## config.mk

```make
export PLATFORM = sky130hd
export DESIGN_NAME = matrix_keypad_scanner_top
export DESIGN_NICKNAME = d
export VERILOG_FILES = /design/src/rtl/mks_pkg.sv /design/src/rtl/mks_fsm.sv /design/src/rtl/matrix_keypad_scanner_top.sv
export VERILOG_INCLUDE_DIRS = /design/src /design/src/rtl
export SDC_FILE = /design/constraint.sdc
export NUM_CORES = 1
export LEC_CHECK = 0
export ABC_AREA = 0
export CAP_MARGIN = 20
export CORE_ASPECT_RATIO = 0.5
export CORE_UTILIZATION = 30
export DETAILED_ROUTE_END_ITERATION = 10
export DONT_BUFFER_PORTS = 1
export GPL_ROUTABILITY_DRIVEN = 0
export SLEW_MARGIN = 20
export SYNTH_ARGS = -nofsm -noshare
export SYNTH_HDL_FRONTEND = slang
export SYNTH_SLANG_ARGS = --single-unit
```

## constraint.sdc

```tcl
create_clock -name clk_i -period 2.7 [get_ports clk_i]
set_input_delay 0.135 -clock clk_i [delete_from_list [all_inputs] [get_ports clk_i]]
set_output_delay 0.135 -clock clk_i [all_outputs]
set_load 0.02 [all_outputs]
```

## src/rtl/assert_macros.svh

```systemverilog
// Assertion helpers for the RTL files that carry checks.
`ifndef ASSERT_MACROS_SVH
`define ASSERT_MACROS_SVH

// Property checked at every rising clock edge outside reset.
`define ASSERT_CLK(lbl, prop, msg) \
  lbl: assert property (@(posedge clk_i) disable iff (!rst_ni) prop) else $error(msg);

// Condition that must never be seen outside reset.
`define ASSERT_NEVER(lbl, cond, msg) `ASSERT_CLK(lbl, !(cond), msg)

`endif

```

## src/rtl/mks_pkg.sv

```systemverilog
package mks_pkg;

  localparam int unsigned MaxRows = 4;
  localparam int unsigned MaxCols = 4;

  localparam int unsigned ColW   = 4;
  localparam int unsigned RowW   = 4;
  localparam int unsigned CodeW  = 8;
  localparam int unsigned TicksW = 16;

  localparam logic [TicksW-1:0] DebounceTicksRst = 16'd1000;
  localparam logic [CodeW-1:0]  DefaultKeyRst    = 8'd0;

  // Configuration register indexes.
  localparam int unsigned CfgIdxW = 8;
  localparam logic [CfgIdxW-1:0] CfgDebounceTicks = 8'd0;
  localparam logic [CfgIdxW-1:0] CfgDefaultKey    = 8'd1;
  localparam int unsigned CfgDataW = 16;

  localparam logic [CodeW-1:0] AsciiZero = 8'h30;
  localparam logic [CodeW-1:0] AsciiA    = 8'h41;

  typedef enum logic [2:0] {
    PH_REL_WAIT = 3'd0,
    PH_REL_DEB  = 3'd1,
    PH_PRE_WAIT = 3'd2,
    PH_PRE_DEB  = 3'd3,
    PH_SCAN     = 3'd4
  } phase_e;

  typedef struct packed {
    logic [RowW-1:0]  row_drive;
    logic             key_valid;
    logic [CodeW-1:0] key_code;
  } mks_result_t;

  function automatic logic [CodeW-1:0] hex_ascii(input logic [3:0] v);
    logic [CodeW-1:0] r;
    if (v < 4'd10) begin
      r = AsciiZero + {4'd0, v};
    end else begin
      r = AsciiA + {4'd0, v - 4'd10};
    end
    return r;
  endfunction

endpackage

```

## src/rtl/mks_fsm.sv

```systemverilog
module mks_fsm #(
  parameter int unsigned ROWS = 4,
  parameter int unsigned COLS = 4
) (
  input  logic                           clk_i,
  input  logic                           rst_ni,
  input  logic                           step_i,
  input  logic [mks_pkg::ColW-1:0]       columns_i,
  input  logic [mks_pkg::TicksW-1:0]     debounce_ticks_i,
  input  logic [mks_pkg::CodeW-1:0]      default_key_i,
  output mks_pkg::mks_result_t           result_o
);
  import mks_pkg::*;

  localparam logic [ColW-1:0] ColMask = ColW'((1 << COLS) - 1);
  localparam logic [RowW-1:0] RowMask = RowW'((1 << ROWS) - 1);
  localparam logic [2:0]      RowsLim = 3'(ROWS);

  phase_e            phase_q, phase_d;
  logic [TicksW-1:0] count_q, count_d;
  logic [1:0]        row_q, row_d;

  logic [ColW-1:0] cols;
  logic            all_high;
  logic [1:0]      low_col;
  logic            below;

  always_comb begin
    cols     = columns_i & ColMask;
    all_high = (cols == ColMask);
    below    = (count_q < debounce_ticks_i);
    // Search from the top so that the lowest low column wins.
    low_col = '0;
    for (int j = COLS - 1; j >= 0; j--) begin
      if (!cols[j]) begin
        low_col = 2'(j);
      end
    end
  end

  always_comb begin
    phase_d = phase_q;
    count_d = count_q;
    row_d   = row_q;
    result_o.key_valid = 1'b0;
    result_o.key_code  = '0;
    unique case (phase_q)
      PH_REL_DEB: begin
        if (below) begin
          count_d = count_q + TicksW'(1);
        end else begin
          phase_d = all_high ? PH_PRE_WAIT : PH_REL_WAIT;
        end
      end
      PH_PRE_WAIT: begin
        if (!all_high) begin
          phase_d = PH_PRE_DEB;
          count_d = '0;
        end
      end
      PH_PRE_DEB: begin
        if (below) begin
          count_d = count_q + TicksW'(1);
        end else if (!all_high) begin
          phase_d = PH_SCAN;
          row_d   = '0;
        end else begin
          phase_d = PH_PRE_WAIT;
        end
      end
      PH_SCAN: begin
        if (!all_high) begin
          result_o.key_valid = 1'b1;
          result_o.key_code  = hex_ascii({row_q, low_col});
          phase_d = PH_REL_WAIT;
          row_d   = '0;
        end else if (({1'b0, row_q} + 3'd1) >= RowsLim) begin
          result_o.key_valid = 1'b1;
          result_o.key_code  = default_key_i;
          phase_d = PH_REL_WAIT;
          row_d   = '0;
        end else begin
          row_d = row_q + 2'd1;
        end
      end
      default: begin
        phase_d = PH_REL_WAIT;
        if (all_high) begin
          phase_d = PH_REL_DEB;
          count_d = '0;
        end
      end
    endcase
    if (phase_d == PH_SCAN) begin
      result_o.row_drive = ~(RowW'(1) << row_d) & RowMask;
    end else begin
      result_o.row_drive = '0;
    end
  end

  always_ff @(posedge clk_i or negedge rst_ni) begin
    if (!rst_ni) begin
      phase_q <= PH_REL_WAIT;
      count_q <= '0;
      row_q   <= '0;
    end else if (step_i) begin
      phase_q <= phase_d;
      count_q <= count_d;
      row_q   <= row_d;
    end
  end

endmodule

```

## src/rtl/matrix_keypad_scanner_top.sv

```systemverilog
// A result appears on the master side in the cycle after its tick is accepted.
// Throughput: one tick per cycle while the master side takes results; a new tick is
// taken while the held result is being read, and input stalls while it waits unread.
// Reset: asynchronous, active low; phase returns to waiting for release, counters clear,
// debounce_ticks returns to 1000 and default_key to 0.
module matrix_keypad_scanner_top #(
  parameter int unsigned ROWS = mks_pkg::MaxRows,
  parameter int unsigned COLS = mks_pkg::MaxCols
) (
  input  logic                          clk_i,
  input  logic                          rst_ni,
  input  logic                          s_axis_tvalid,
  output logic                          s_axis_tready,
  input  logic [7:0]                    s_axis_tdata,  // [3:0] column_levels
  output logic                          m_axis_tvalid,
  input  logic                          m_axis_tready,
  output logic [15:0]                   m_axis_tdata,  // [3:0] row_drive, [11:4] key_code
  output logic                          m_axis_tuser,  // [0] key_valid
  input  logic                          cfg_valid_i,
  output logic                          cfg_ready_o,
  input  logic [mks_pkg::CfgIdxW-1:0]   cfg_index_i,
  input  logic [mks_pkg::CfgDataW-1:0]  cfg_data_i
);
  import mks_pkg::*;

  logic [TicksW-1:0] debounce_ticks_q;
  logic [CodeW-1:0]  default_key_q;
  logic              in_take;
  mks_result_t       result;
  mks_result_t       out_q;
  logic              out_valid_q;

  assign cfg_ready_o = 1'b1;

  always_ff @(posedge clk_i or negedge rst_ni) begin
    if (!rst_ni) begin
      debounce_ticks_q <= DebounceTicksRst;
      default_key_q    <= DefaultKeyRst;
    end else if (cfg_valid_i) begin
      unique case (cfg_index_i)
        CfgDebounceTicks: debounce_ticks_q <= cfg_data_i[TicksW-1:0];
        CfgDefaultKey:    default_key_q    <= cfg_data_i[CodeW-1:0];
        default: ;
      endcase
    end
  end

  // The output register frees up in the same cycle its transaction completes.
  assign s_axis_tready = !out_valid_q || m_axis_tready;
  assign in_take       = s_axis_tvalid && s_axis_tready;

  mks_fsm #(
    .ROWS (ROWS),
    .COLS (COLS)
  ) u_fsm (
    .clk_i            (clk_i),
    .rst_ni           (rst_ni),
    .step_i           (in_take),
    .columns_i        (s_axis_tdata[ColW-1:0]),
    .debounce_ticks_i (debounce_ticks_q),
    .default_key_i    (default_key_q),
    .result_o         (result)
  );

  always_ff @(posedge clk_i or negedge rst_ni) begin
    if (!rst_ni) begin
      out_valid_q <= 1'b0;
    end else if (in_take) begin
      out_valid_q <= 1'b1;
    end else if (m_axis_tready) begin
      out_valid_q <= 1'b0;
    end
  end

  always_ff @(posedge clk_i) begin
    if (in_take) begin
      out_q <= result;
    end
  end

  assign m_axis_tvalid = out_valid_q;
  assign m_axis_tdata  = {4'd0, out_q.key_code, out_q.row_drive};
  assign m_axis_tuser  = out_q.key_valid;

`include "assert_macros.svh"

  `ASSERT_CLK(a_take_fills_out, in_take |=> out_valid_q, "accepted tick left no result")
  `ASSERT_NEVER(a_report_rows_low, out_valid_q && out_q.key_valid && (out_q.row_drive != '0), "rows driven on a key report")
  `ASSERT_NEVER(a_idle_code_zero, out_valid_q && !out_q.key_valid && (out_q.key_code != '0), "code without a key report")
  `ASSERT_NEVER(a_one_row_scanned, out_valid_q && (out_q.row_drive != '0) && ($countones(out_q.row_drive) != (ROWS - 1)), "scan drives more than one row low")

endmodule

```

==> out/metrics.cfg, run 1 <==
[outcome]
violations = design-rule violations
status = finished, violations left

[drt]
drtPass1Iterations = 10
wire_per_inst_um = 14.0
route.vias.total = 2655
drc_errors = 5
vias_per_cell = 5.02
drt-initial-drc-count = 214
routed_wl_mm = 7.42
ant_nets = 0

[timing]
drv_slew = 0
fin_skew_ns = 0.00666
hold_viol = 0
fin_crit_sh_pct = 89.7
setup_tns_ns = 0
slew_headroom_pct = 53.4
worst_pin_slew_ns = 0.696
max_freq_mhz = 413
rsz0062_at_grt = no
finalSetupViolCount = 0
period_needed_ns = 2.42

[cts]
clk_pin_slew_ns = 0.05
cts_resized = 0
cts_max_level = 3
clk_latency_ns = 0.33
numCtsBuffers = 9
cts_tree = yes
cts_buffer_depth = 2
clock_sinks = 59
cts_root_buffer = clkbuf_16

[power]
cellPowerDensity_nw_per_um2 = 729
ir_drop_v = 0.000358
total_leakage_power_nw = 1.78

[logic_synthesis]
ys_warn_count = 0
async_flop_share_pct = 78.0
ys_types = 53
synth_area_leaders = dfrtp_1 30%, edfxtp_1 12%, ha_1 8.1%
synthesis.area_um2 = 3380
synth_cells = 355
synthFlopType = dfrtp_1
ys_seq_area_share_pct = 45.8
synth.ff_latch_count = 59
yosysTopAreaCellShare_pct = 29.6
synth_edf_count = 13
syn_area_per_cell_um2 = 9.53
yosysTopAreaCell = dfrtp_1

[final_layout]
nNetsFinal = 443
num-fill-cells = 1041
drive_gt1_share_pct = 13.9
final_util_pct = 38.5
syn2layout_area_growth_pct = 20.3
antennaDiodeCount = 0

[grt]
antenna_found_initial = 0
grt_pass1_vias = 2529
grt_start_max_net_pins = 47
grt_pass1_wl_mm = 12.7
grt.overflow.total = 0
gr-usage-all-layers_pct = 13.8

[setup_path]
cp.arrival_ns = 2.63
cp-end-kind = flop
crit_path_start_kind = flop
criticalPathCategory = flop to flop
cp_max_fo = 10
required_ns = 2.91

[floorplanning]
die_h_um = 77.1
die_area_um2 = 11700
core_area_um2 = 10600
start_util_pct = 32.0
ios = 57
num_rows = 26
die_w_um = 152

[hold_path]
worstHoldPathType = input pin to flop

[placed_design]
port_buffers = 0
dpl.hpwl_mm = 5.46

[run]
cap_violations = 0

## worst paths after layout
path                                startpoint                   to  slack (ns)  cells after the start
max                          u_fsm.count_q[13]       u_fsm.row_q[0]        0.28                      7
min                             cfg_index_i[0]  debounce_ticks_q[3]        0.04                      3
max reg2reg                  u_fsm.count_q[13]       u_fsm.row_q[0]        0.28                      7
min reg2reg                debounce_ticks_q[5]  debounce_ticks_q[5]        0.51                      2
max in group asynchronous               rst_ni  debounce_ticks_q[9]        2.11                      2
min in group asynchronous               rst_ni       u_fsm.row_q[0]        0.30                      2
## power breakdown
part	switching (mW)	internal, mW	leakage (nW)
Sequential	0.188	1.07	0.667
Combinational	0.350	0.309	0.976
Clock	0.407	0.644	0.139
Total	0.945	2.02	1.78
## placed cells by master (no fill, tap or decap), types with 9 or more instances in the layout
cell            n
nand2_1        47
dfrtp_1        40
inv_1          28
nor2_1         27
o21ai_0        26
ha_1           22
dlygate4sd3_1  18
nor3_1         15
a21oi_1        14
edfxtp_1       13
buf_4          12
mux2_2         10
clkbuf_16       9
## worst max-delay path, stage by stage (launching register included)
cell     delay, ns
dfrtp_1       0.42
ha_1          0.33
nand4_1       0.16
nor3_1        0.39
nand2_1       0.15
nand3_2       0.22
nand4_1       0.27
a221o_1       0.36
## metal layers
metal / global-route usage, % / vias up / share of wire (%)
met3: 3.73 / 9 / 4.0
met1: 19.3 / 1250 / 52
li1: - / 1339 / -
met5: 0 / - / 0
met4: 3.98 / 0 / 1.3
met2: 20.7 / 57 / 43
## registers in the layout (all words and copies together) (netlist names)
signal	flops
debounce_ticks_q	16
default_key_q	8
m_axis_tdata	12
m_axis_tuser	1
m_axis_tvalid	1
u_fsm.count_q	16
u_fsm.phase_q	3
u_fsm.row_q	2
## layout make-up
class / count / area [um^2] / share of cell area (%)
Clock buffer: 10 / 239 / 5.87
Multi-Input combinational cell: 255 / 1660 / 40.9
Clock inverter: 6 / 40.0 / 0.984
Tap cell: 140 / 175 / 4.30
Sequential cell: 59 / 1550 / 38.1
Inverter: 28 / 105 / 2.58
Timing Repair Buffer: 31 / 298 / 7.32
## kinds of logic (layout without fill, tap and decap cells)
group | after synthesis | in the layout | share of synthesized area, %
and+or+nand+nor | 128 | 128 | 18.9
other | 2 | 5 | 0.222
xor gates and xnor gates | 6 | 6 | 1.55
muxes | 10 | 10 | 3.33
adders and majority gates | 22 | 22 | 8.13
buffers and inverters | 44 | 75 | 5.47
DFF | 59 | 59 | 45.8
AOI/OAI and AO/OA | 84 | 84 | 16.7
## through the flow
| step | setup slack [ns] | cells | hold WS (ns) | power [mW] | instance area (um^2) |
|---|---|---|---|---|---|
| CTS | 0.266 | 529 | 0.0430 | 3.00 | 4070 |
| floorplan | 0.431 | 358 | -0.161 | 1.72 | 3400 |
| detailed placement | 0.280 | 494 | -0.159 | 1.89 | 3580 |
| finish | 0.278 | 529 | 0.0410 | 2.97 | 4070 |
| global route | 0.0466 | 529 | 0.0556 | 3.17 | 4070 |
| global placement | 0.296 | 494 | -0.160 | 1.88 | 3580 |
## repair_timing
action | in CTS | in global routing
hold buffers | 19 | 0
hold endpoints to repair | 71 | 0
buffers inserted | 0 | 0
## synth_stat cells, drive strengths merged (4+ instances only)
master / n
nand2: 47
dfrtp: 40
inv: 28
nor2: 28
o21ai: 26
ha: 22
nor3: 15
a21oi: 14
edfxtp: 13
clkbuf: 10
mux2: 10
nand3: 9
a31oi: 6
buf: 6
dfstp: 6
nand2b: 6
nand4: 6
a22oi: 5
o211ai: 5
a211oi: 4
Power figures use the tool's default switching activity.
==> run 2: changes to the inputs <==
- SYNTH_HIERARCHICAL: not set -> 1
==> out/metrics.cfg, run 2 <==
[outcome]
status = finished, violations left
violations = design-rule violations

[placed_design]
dp.cells = 453
port_buffers = 0
dpl.hpwl_mm = 4.83
place_ws_ns = 0.124

[logic_synthesis]
synthFlopType = dfrtp_1
ys_seq_area_share_pct = 45.9
synth_compound_area_share_pct = 12.7
yosysMostFrequentCell = dfrtp_1
synth_mux_area_share_pct = 9.57
synth_xor_area_share_pct = 1.30
yosysTopAreaCellShare_pct = 29.7
syn_area_per_cell_um2 = 10.5
synth_cells = 320
ys_warn_count = 6
yosysTopAreaCell = dfrtp_1
synthesis.area_um2 = 3370
synth_area_leaders = dfrtp_1 30%, edfxtp_1 12%, ha_1 8.2%
ys_types = 48
async_flop_share_pct = 78.0
synth.ff_latch_count = 59
synthSimpleGateAreaFrac_pct = 16.5
synth_edf_count = 13
synth_top_family_by_area = simple AND/OR/NAND/NOR gates
synthAdderAreaFrac_pct = 8.16
synthTopCellsByCount = 40 x dfrtp_1, 30 x a21oi_1, 23 x inv_1

[setup_path]
critPathMostFrequentCell = a21oi_1
rr_endpoint = u_fsm/count_q[4]
crit_family = compound AO/OA/AOI/OAI gates
r2r_cells = 9
cpPeakStageDelay_ns = 0.52
crit_path_start_kind = flop
required_ns = 2.95
cp.arrival_ns = 2.76
cp-end-kind = flop
cp_max_fo = 11
cp-startpoint = debounce_ticks_q[7]
cp_num_buf_inv = 2
reg2reg_from = debounce_ticks_q[7]
crit_chain = inv_1, ha_1, a21oi_1, a31oi_1, o21bai_1, nand4_2, buf_4, or3_1, a21oi_1
criticalPathCategory = flop to flop
crit_slowest_cell = dfstp_2
reg2reg_slack_ns = 0.19

[floorplanning]
die_w_um = 152
die_area_um2 = 11700
die_h_um = 77.0
core_area_um2 = 10600
num_rows = 26
ios = 57
start_util_pct = 31.9

[drt]
routed_wl_mm = 6.91
drtPass1Iterations = 7
drc_errors = 17
vias_per_cell = 4.97
drt-initial-drc-count = 128
ant_nets = 0
wire_per_inst_um = 14.2
route.vias.total = 2424

[cts]
clk_pin_slew_ns = 0.05
clock_sinks = 59
numCtsBuffers = 9
cts_buffer_depth = 2
clk_latency_ns = 0.33
cts_root_buffer = clkbuf_16
cts_tree = yes
cts_max_level = 3

[timing]
rsz0062_at_grt = no
fin_skew_ns = 0.00658
period_needed_ns = 2.51
hold_viol = 0
slew_headroom_pct = 46.7
fin_crit_sh_pct = 93.0
setup_tns_ns = 0
drv_slew = 0
setup_ws_ns = 0.189
finalSetupViolCount = 0
max_freq_mhz = 398
worst_pin_slew_ns = 0.797

[hold_path]
hold_depth = 2
worstHoldPathType = input pin to flop
hold_start = cfg_index_i[0]
hold_end = debounce_ticks_q[4]

[power]
power_switching_mw = 0.874
power.internal_mw = 2.00
power_mw = 2.87
total_leakage_power_nw = 1.68
pwr-share-seq_pct = 39.8
power_frac_comb_pct = 22.5
netSwitchingFraction_pct = 30.4
ir_drop_v = 0.000313
cellPowerDensity_nw_per_um2 = 716
pwr-share-clk_pct = 37.8

[grt]
antenna_found_initial = 0
grt.overflow.total = 0
grt_start_max_net_pins = 47
gr-usage-all-layers_pct = 13.1
grt_pass1_vias = 2329
grt_pass1_wl_mm = 11.9

[final_layout]
final_common_cell = dfrtp_1
syn2layout_area_growth_pct = 18.9
final_util_pct = 38.0
antennaDiodeCount = 0
num-fill-cells = 1023
layout_common_cells = 40 x dfrtp_1, 30 x a21oi_1, 23 x inv_1
drive_gt1_share_pct = 18.4
stdcell_count = 488
nNetsFinal = 402

[run]
cap_violations = 0

## run 2: cell count changes after synthesis, moves of 8 or more
cell     before  now
a21oi_1      14   30
mux2_2       10   18
mux2_4        0    8
nand2_1      47   20
nor2_1       28   11
o21ai_0      26   12
o31ai_1       1    9
or4_1         2   11
## run 2: kinds of logic after synthesis
family,Yosys count
adder cells (fa/ha/maj),22
other,2
XOR/XNOR,5
buffers and inverters,40
AO/OA/AOI/OAI,69
AND/OR/NAND/NOR,97
flip-flops,59
multiplexers,26
## run 2: worst max-delay path by stage
stage / to / slack [ns] / cells past startpoint
6_report: u_fsm/count_q[4] / 0.19 / 9
5_1_grt: u_fsm/count_q[4] / 0.02 / 9
4_1_cts: m_axis_tdata[3] / 0.09 / 8
3_5_place_dp: m_axis_tdata[3] / 0.12 / 8
3_3_place_gp: m_axis_tdata[3] / 0.19 / 8
2_1_floorplan: u_fsm/count_q[12] / 0.08 / 8
## run 2: power by group through the flow
stage               logic, mW  registers [mW]  clock network, mW
finish                  0.646            1.14               1.09
global route            0.730            1.16               1.18
CTS                     0.643            1.14               1.12
detailed placement      0.594            1.16                  0
global placement        0.588            1.16                  0
floorplan               0.501            1.12                  0
## run 2: per-layer routing
metal	part of all wire (%)	GRT usage, %	up-vias
met2	43	18.8	50
li1	-	-	1215
met4	0.98	4.90	0
met3	5.2	4.64	7
met1	51	17.8	1152
met5	0	0	-
## run 2: through the flow
stage	cell area [um^2]	hold slack (ns)
after floorplan	3390	-0.161
after global placement	3510	-0.159
after detailed placement	3510	-0.159
after CTS	4000	0.138
after global routing	4010	0.161
final	4010	0.167
## run 2: what timing repair did
| action | in CTS | in global routing |
|---|---|---|
| endpoints found under the hold margin | 71 | 0 |
| setup endpoints to repair | 0 | 7 |
| buffers inserted | 0 | 0 |
| hold buffers | 19 | 0 |
| resized for setup | 0 | 2 |
## run 2: layout make-up
cell class                      instances  area [um^2]  share of cell area, %
Multi-Input combinational cell        224         1660                   41.3
Sequential cell                        59         1550                   38.6
Timing Repair Buffer                   26          260                   6.49
Clock buffer                           10          229                   5.71
Tap cell                              140          175                   4.37
Inverter                               23         86.3                   2.15
Clock inverter                          6         56.3                   1.40
==> run 3: changes to the inputs <==
- CORE_MARGIN: not set -> 2
- SETUP_SLACK_MARGIN: not set -> 0.02
==> out/metrics.cfg, run 3 (synthesis results as in run 2) <==
[hold_path]
hold_depth = 2
hold_end = debounce_ticks_q[10]
hold_start = cfg_index_i[0]
worstHoldPathType = input pin to flop

[final_layout]
drive_gt1_share_pct = 19.5
nNetsFinal = 402
syn2layout_area_growth_pct = 19.6
regArea_um2 = 1550
layout_common_cells = 40 x dfrtp_1, 30 x a21oi_1, 23 x inv_1
multi_input_area_um2 = 1660
num-fill-cells = 1069
antennaDiodeCount = 0
final_common_cell = dfrtp_1

[power]
cellPowerDensity_nw_per_um2 = 729
ir_drop_v = 0.000366
total_leakage_power_nw = 1.70
power_mw = 2.94

[cts]
clk_pin_slew_ns = 0.06
cts_buffer_depth = 2
cts_tree = yes
cts_setup_buffers = 0
clock_sinks = 59
clk_latency_ns = 0.33
cts_root_buffer = clkbuf_16
cts_max_level = 3
numCtsBuffers = 9

[grt]
grt.overflow.total = 0
grt_pass1_wl_mm = 12.1
grt_pass1_vias = 2370
antenna_found_initial = 0
gr-usage-all-layers_pct = 12.9
grt_start_max_net_pins = 47

[timing]
period_needed_ns = 2.49
rsz0062_at_grt = yes
slew_headroom_pct = 50.4
hold_viol = 0
drv_slew = 0
max_freq_mhz = 402
finalSetupViolCount = 0
setup_tns_ns = 0
worst_pin_slew_ns = 0.735
fin_skew_ns = 0.00458
fin_crit_sh_pct = 92.2

[drt]
drtPass1Iterations = 4
route.vias.total = 2430
drt-initial-drc-count = 148
ant_nets = 0
vias_per_cell = 4.93
drc_errors = 0
wire_per_inst_um = 14.6
routed_wl_mm = 7.18

[setup_path]
crit_family = compound AO/OA/AOI/OAI gates
cp_max_fo = 11
cp_num_buf_inv = 2
reg2reg_from = debounce_ticks_q[9]
criticalPathCategory = flop to flop
crit_chain = inv_1, ha_1, a21oi_1, o21ai_0, o21bai_1, nand4_2, buf_4, or3_1, a21oi_1
cp-end-kind = flop
crit_slowest_cell = dfstp_2
required_ns = 2.95
cpPeakStageDelay_ns = 0.52
reg2reg_slack_ns = 0.21
crit_path_start_kind = flop
cp.arrival_ns = 2.74
critPathMostFrequentCell = a21oi_1
rr_endpoint = u_fsm/count_q[4]
r2r_cells = 9

[floorplanning]
die_w_um = 154
ios = 57
start_util_pct = 30.7
num_rows = 27
die_area_um2 = 12200
core_area_um2 = 11000
die_h_um = 79.0

[placed_design]
port_buffers = 0
dpl.hpwl_mm = 5.06

[outcome]
status = finished clean

[run]
cap_violations = 0

==> run 3: cell count changes in the layout (fill, tap and decap cells not counted) <==
cell / before / now
clkinvlp_4: 2 / 1
clkinv_1: 3 / 0
inv_6: 0 / 1
clkinv_4: 0 / 3
clkbuf_1: 1 / 0
clkinv_2: 0 / 1
==> run 3: per-layer routing <==
metal	vias up	wire length, um	GRT usage, %
met1	1150	3730	17.4
met3	8	342	5.84
met4	0	79	3.74
li1	1223	-	-
met2	49	3030	18.4
met5	-	0	0
==> run 3: cell type report <==
type	count	share of cell area (%)
sequential	59	38.4
clock inverter	7	1.92
tap	145	4.49
timing repair buffer	26	6.45
clock buffer	9	5.58
multi-input combinational	224	41.0
inverter	23	2.14
==> run 3: timing repair <==
| action | CTS | global route |
|---|---|---|
| gates resized for setup | 0 | 2 |
| hold buffers | 19 | 0 |
| endpoints found under the hold margin | 71 | 0 |
| endpoints found under the setup margin | 0 | 6 |
==> run 3: worst reg2reg max path, delay by kind of cell, from the launching register on <==
| kind | cells | cell delay (ns) |
|---|---|---|
| AND/OR/NAND/NOR | 2 | 0.62 |
| buffers and inverters | 2 | 0.30 |
| adder cells (fa/ha/maj) | 1 | 0.30 |
| flip-flops | 1 | 0.52 |
| AO/OA/AOI/OAI | 4 | 0.67 |
==> run 3: power by group <==
group | internal, mW | switching, mW | total, mW
Sequential | 1.01 | 0.132 | 1.14
Clock | 0.719 | 0.437 | 1.16
Combinational | 0.276 | 0.365 | 0.642
==> run 3: worst max-delay path by stage <==
stage | from | endpoint | cells past startpoint
after floorplan | m_axis_tvalid | u_fsm/count_q[12] | 8
after global placement | debounce_ticks_q[9] | m_axis_tdata[3] | 8
after CTS | debounce_ticks_q[7] | u_fsm/count_q[11] | 8
final | debounce_ticks_q[9] | u_fsm/count_q[4] | 9
after global routing | debounce_ticks_q[7] | u_fsm/count_q[4] | 9
after detailed placement | debounce_ticks_q[9] | m_axis_tdata[3] | 8
==> run 3: per-stage QoR <==
step           hold slack [ns]  std cells  utilization (%)  worst slack (ns)  area [um^2]
5_1_grt                 0.0998        493             36.8            0.0179         4040
3_3_place_gp            -0.159        458             32.0             0.241         3520
6_report                 0.107        493             36.8             0.211         4040
4_1_cts                 0.0988        493             36.7             0.197         4030
3_5_place_dp            -0.159        458             32.0             0.205         3520
2_1_floorplan           -0.161        323                -            0.0820         3390
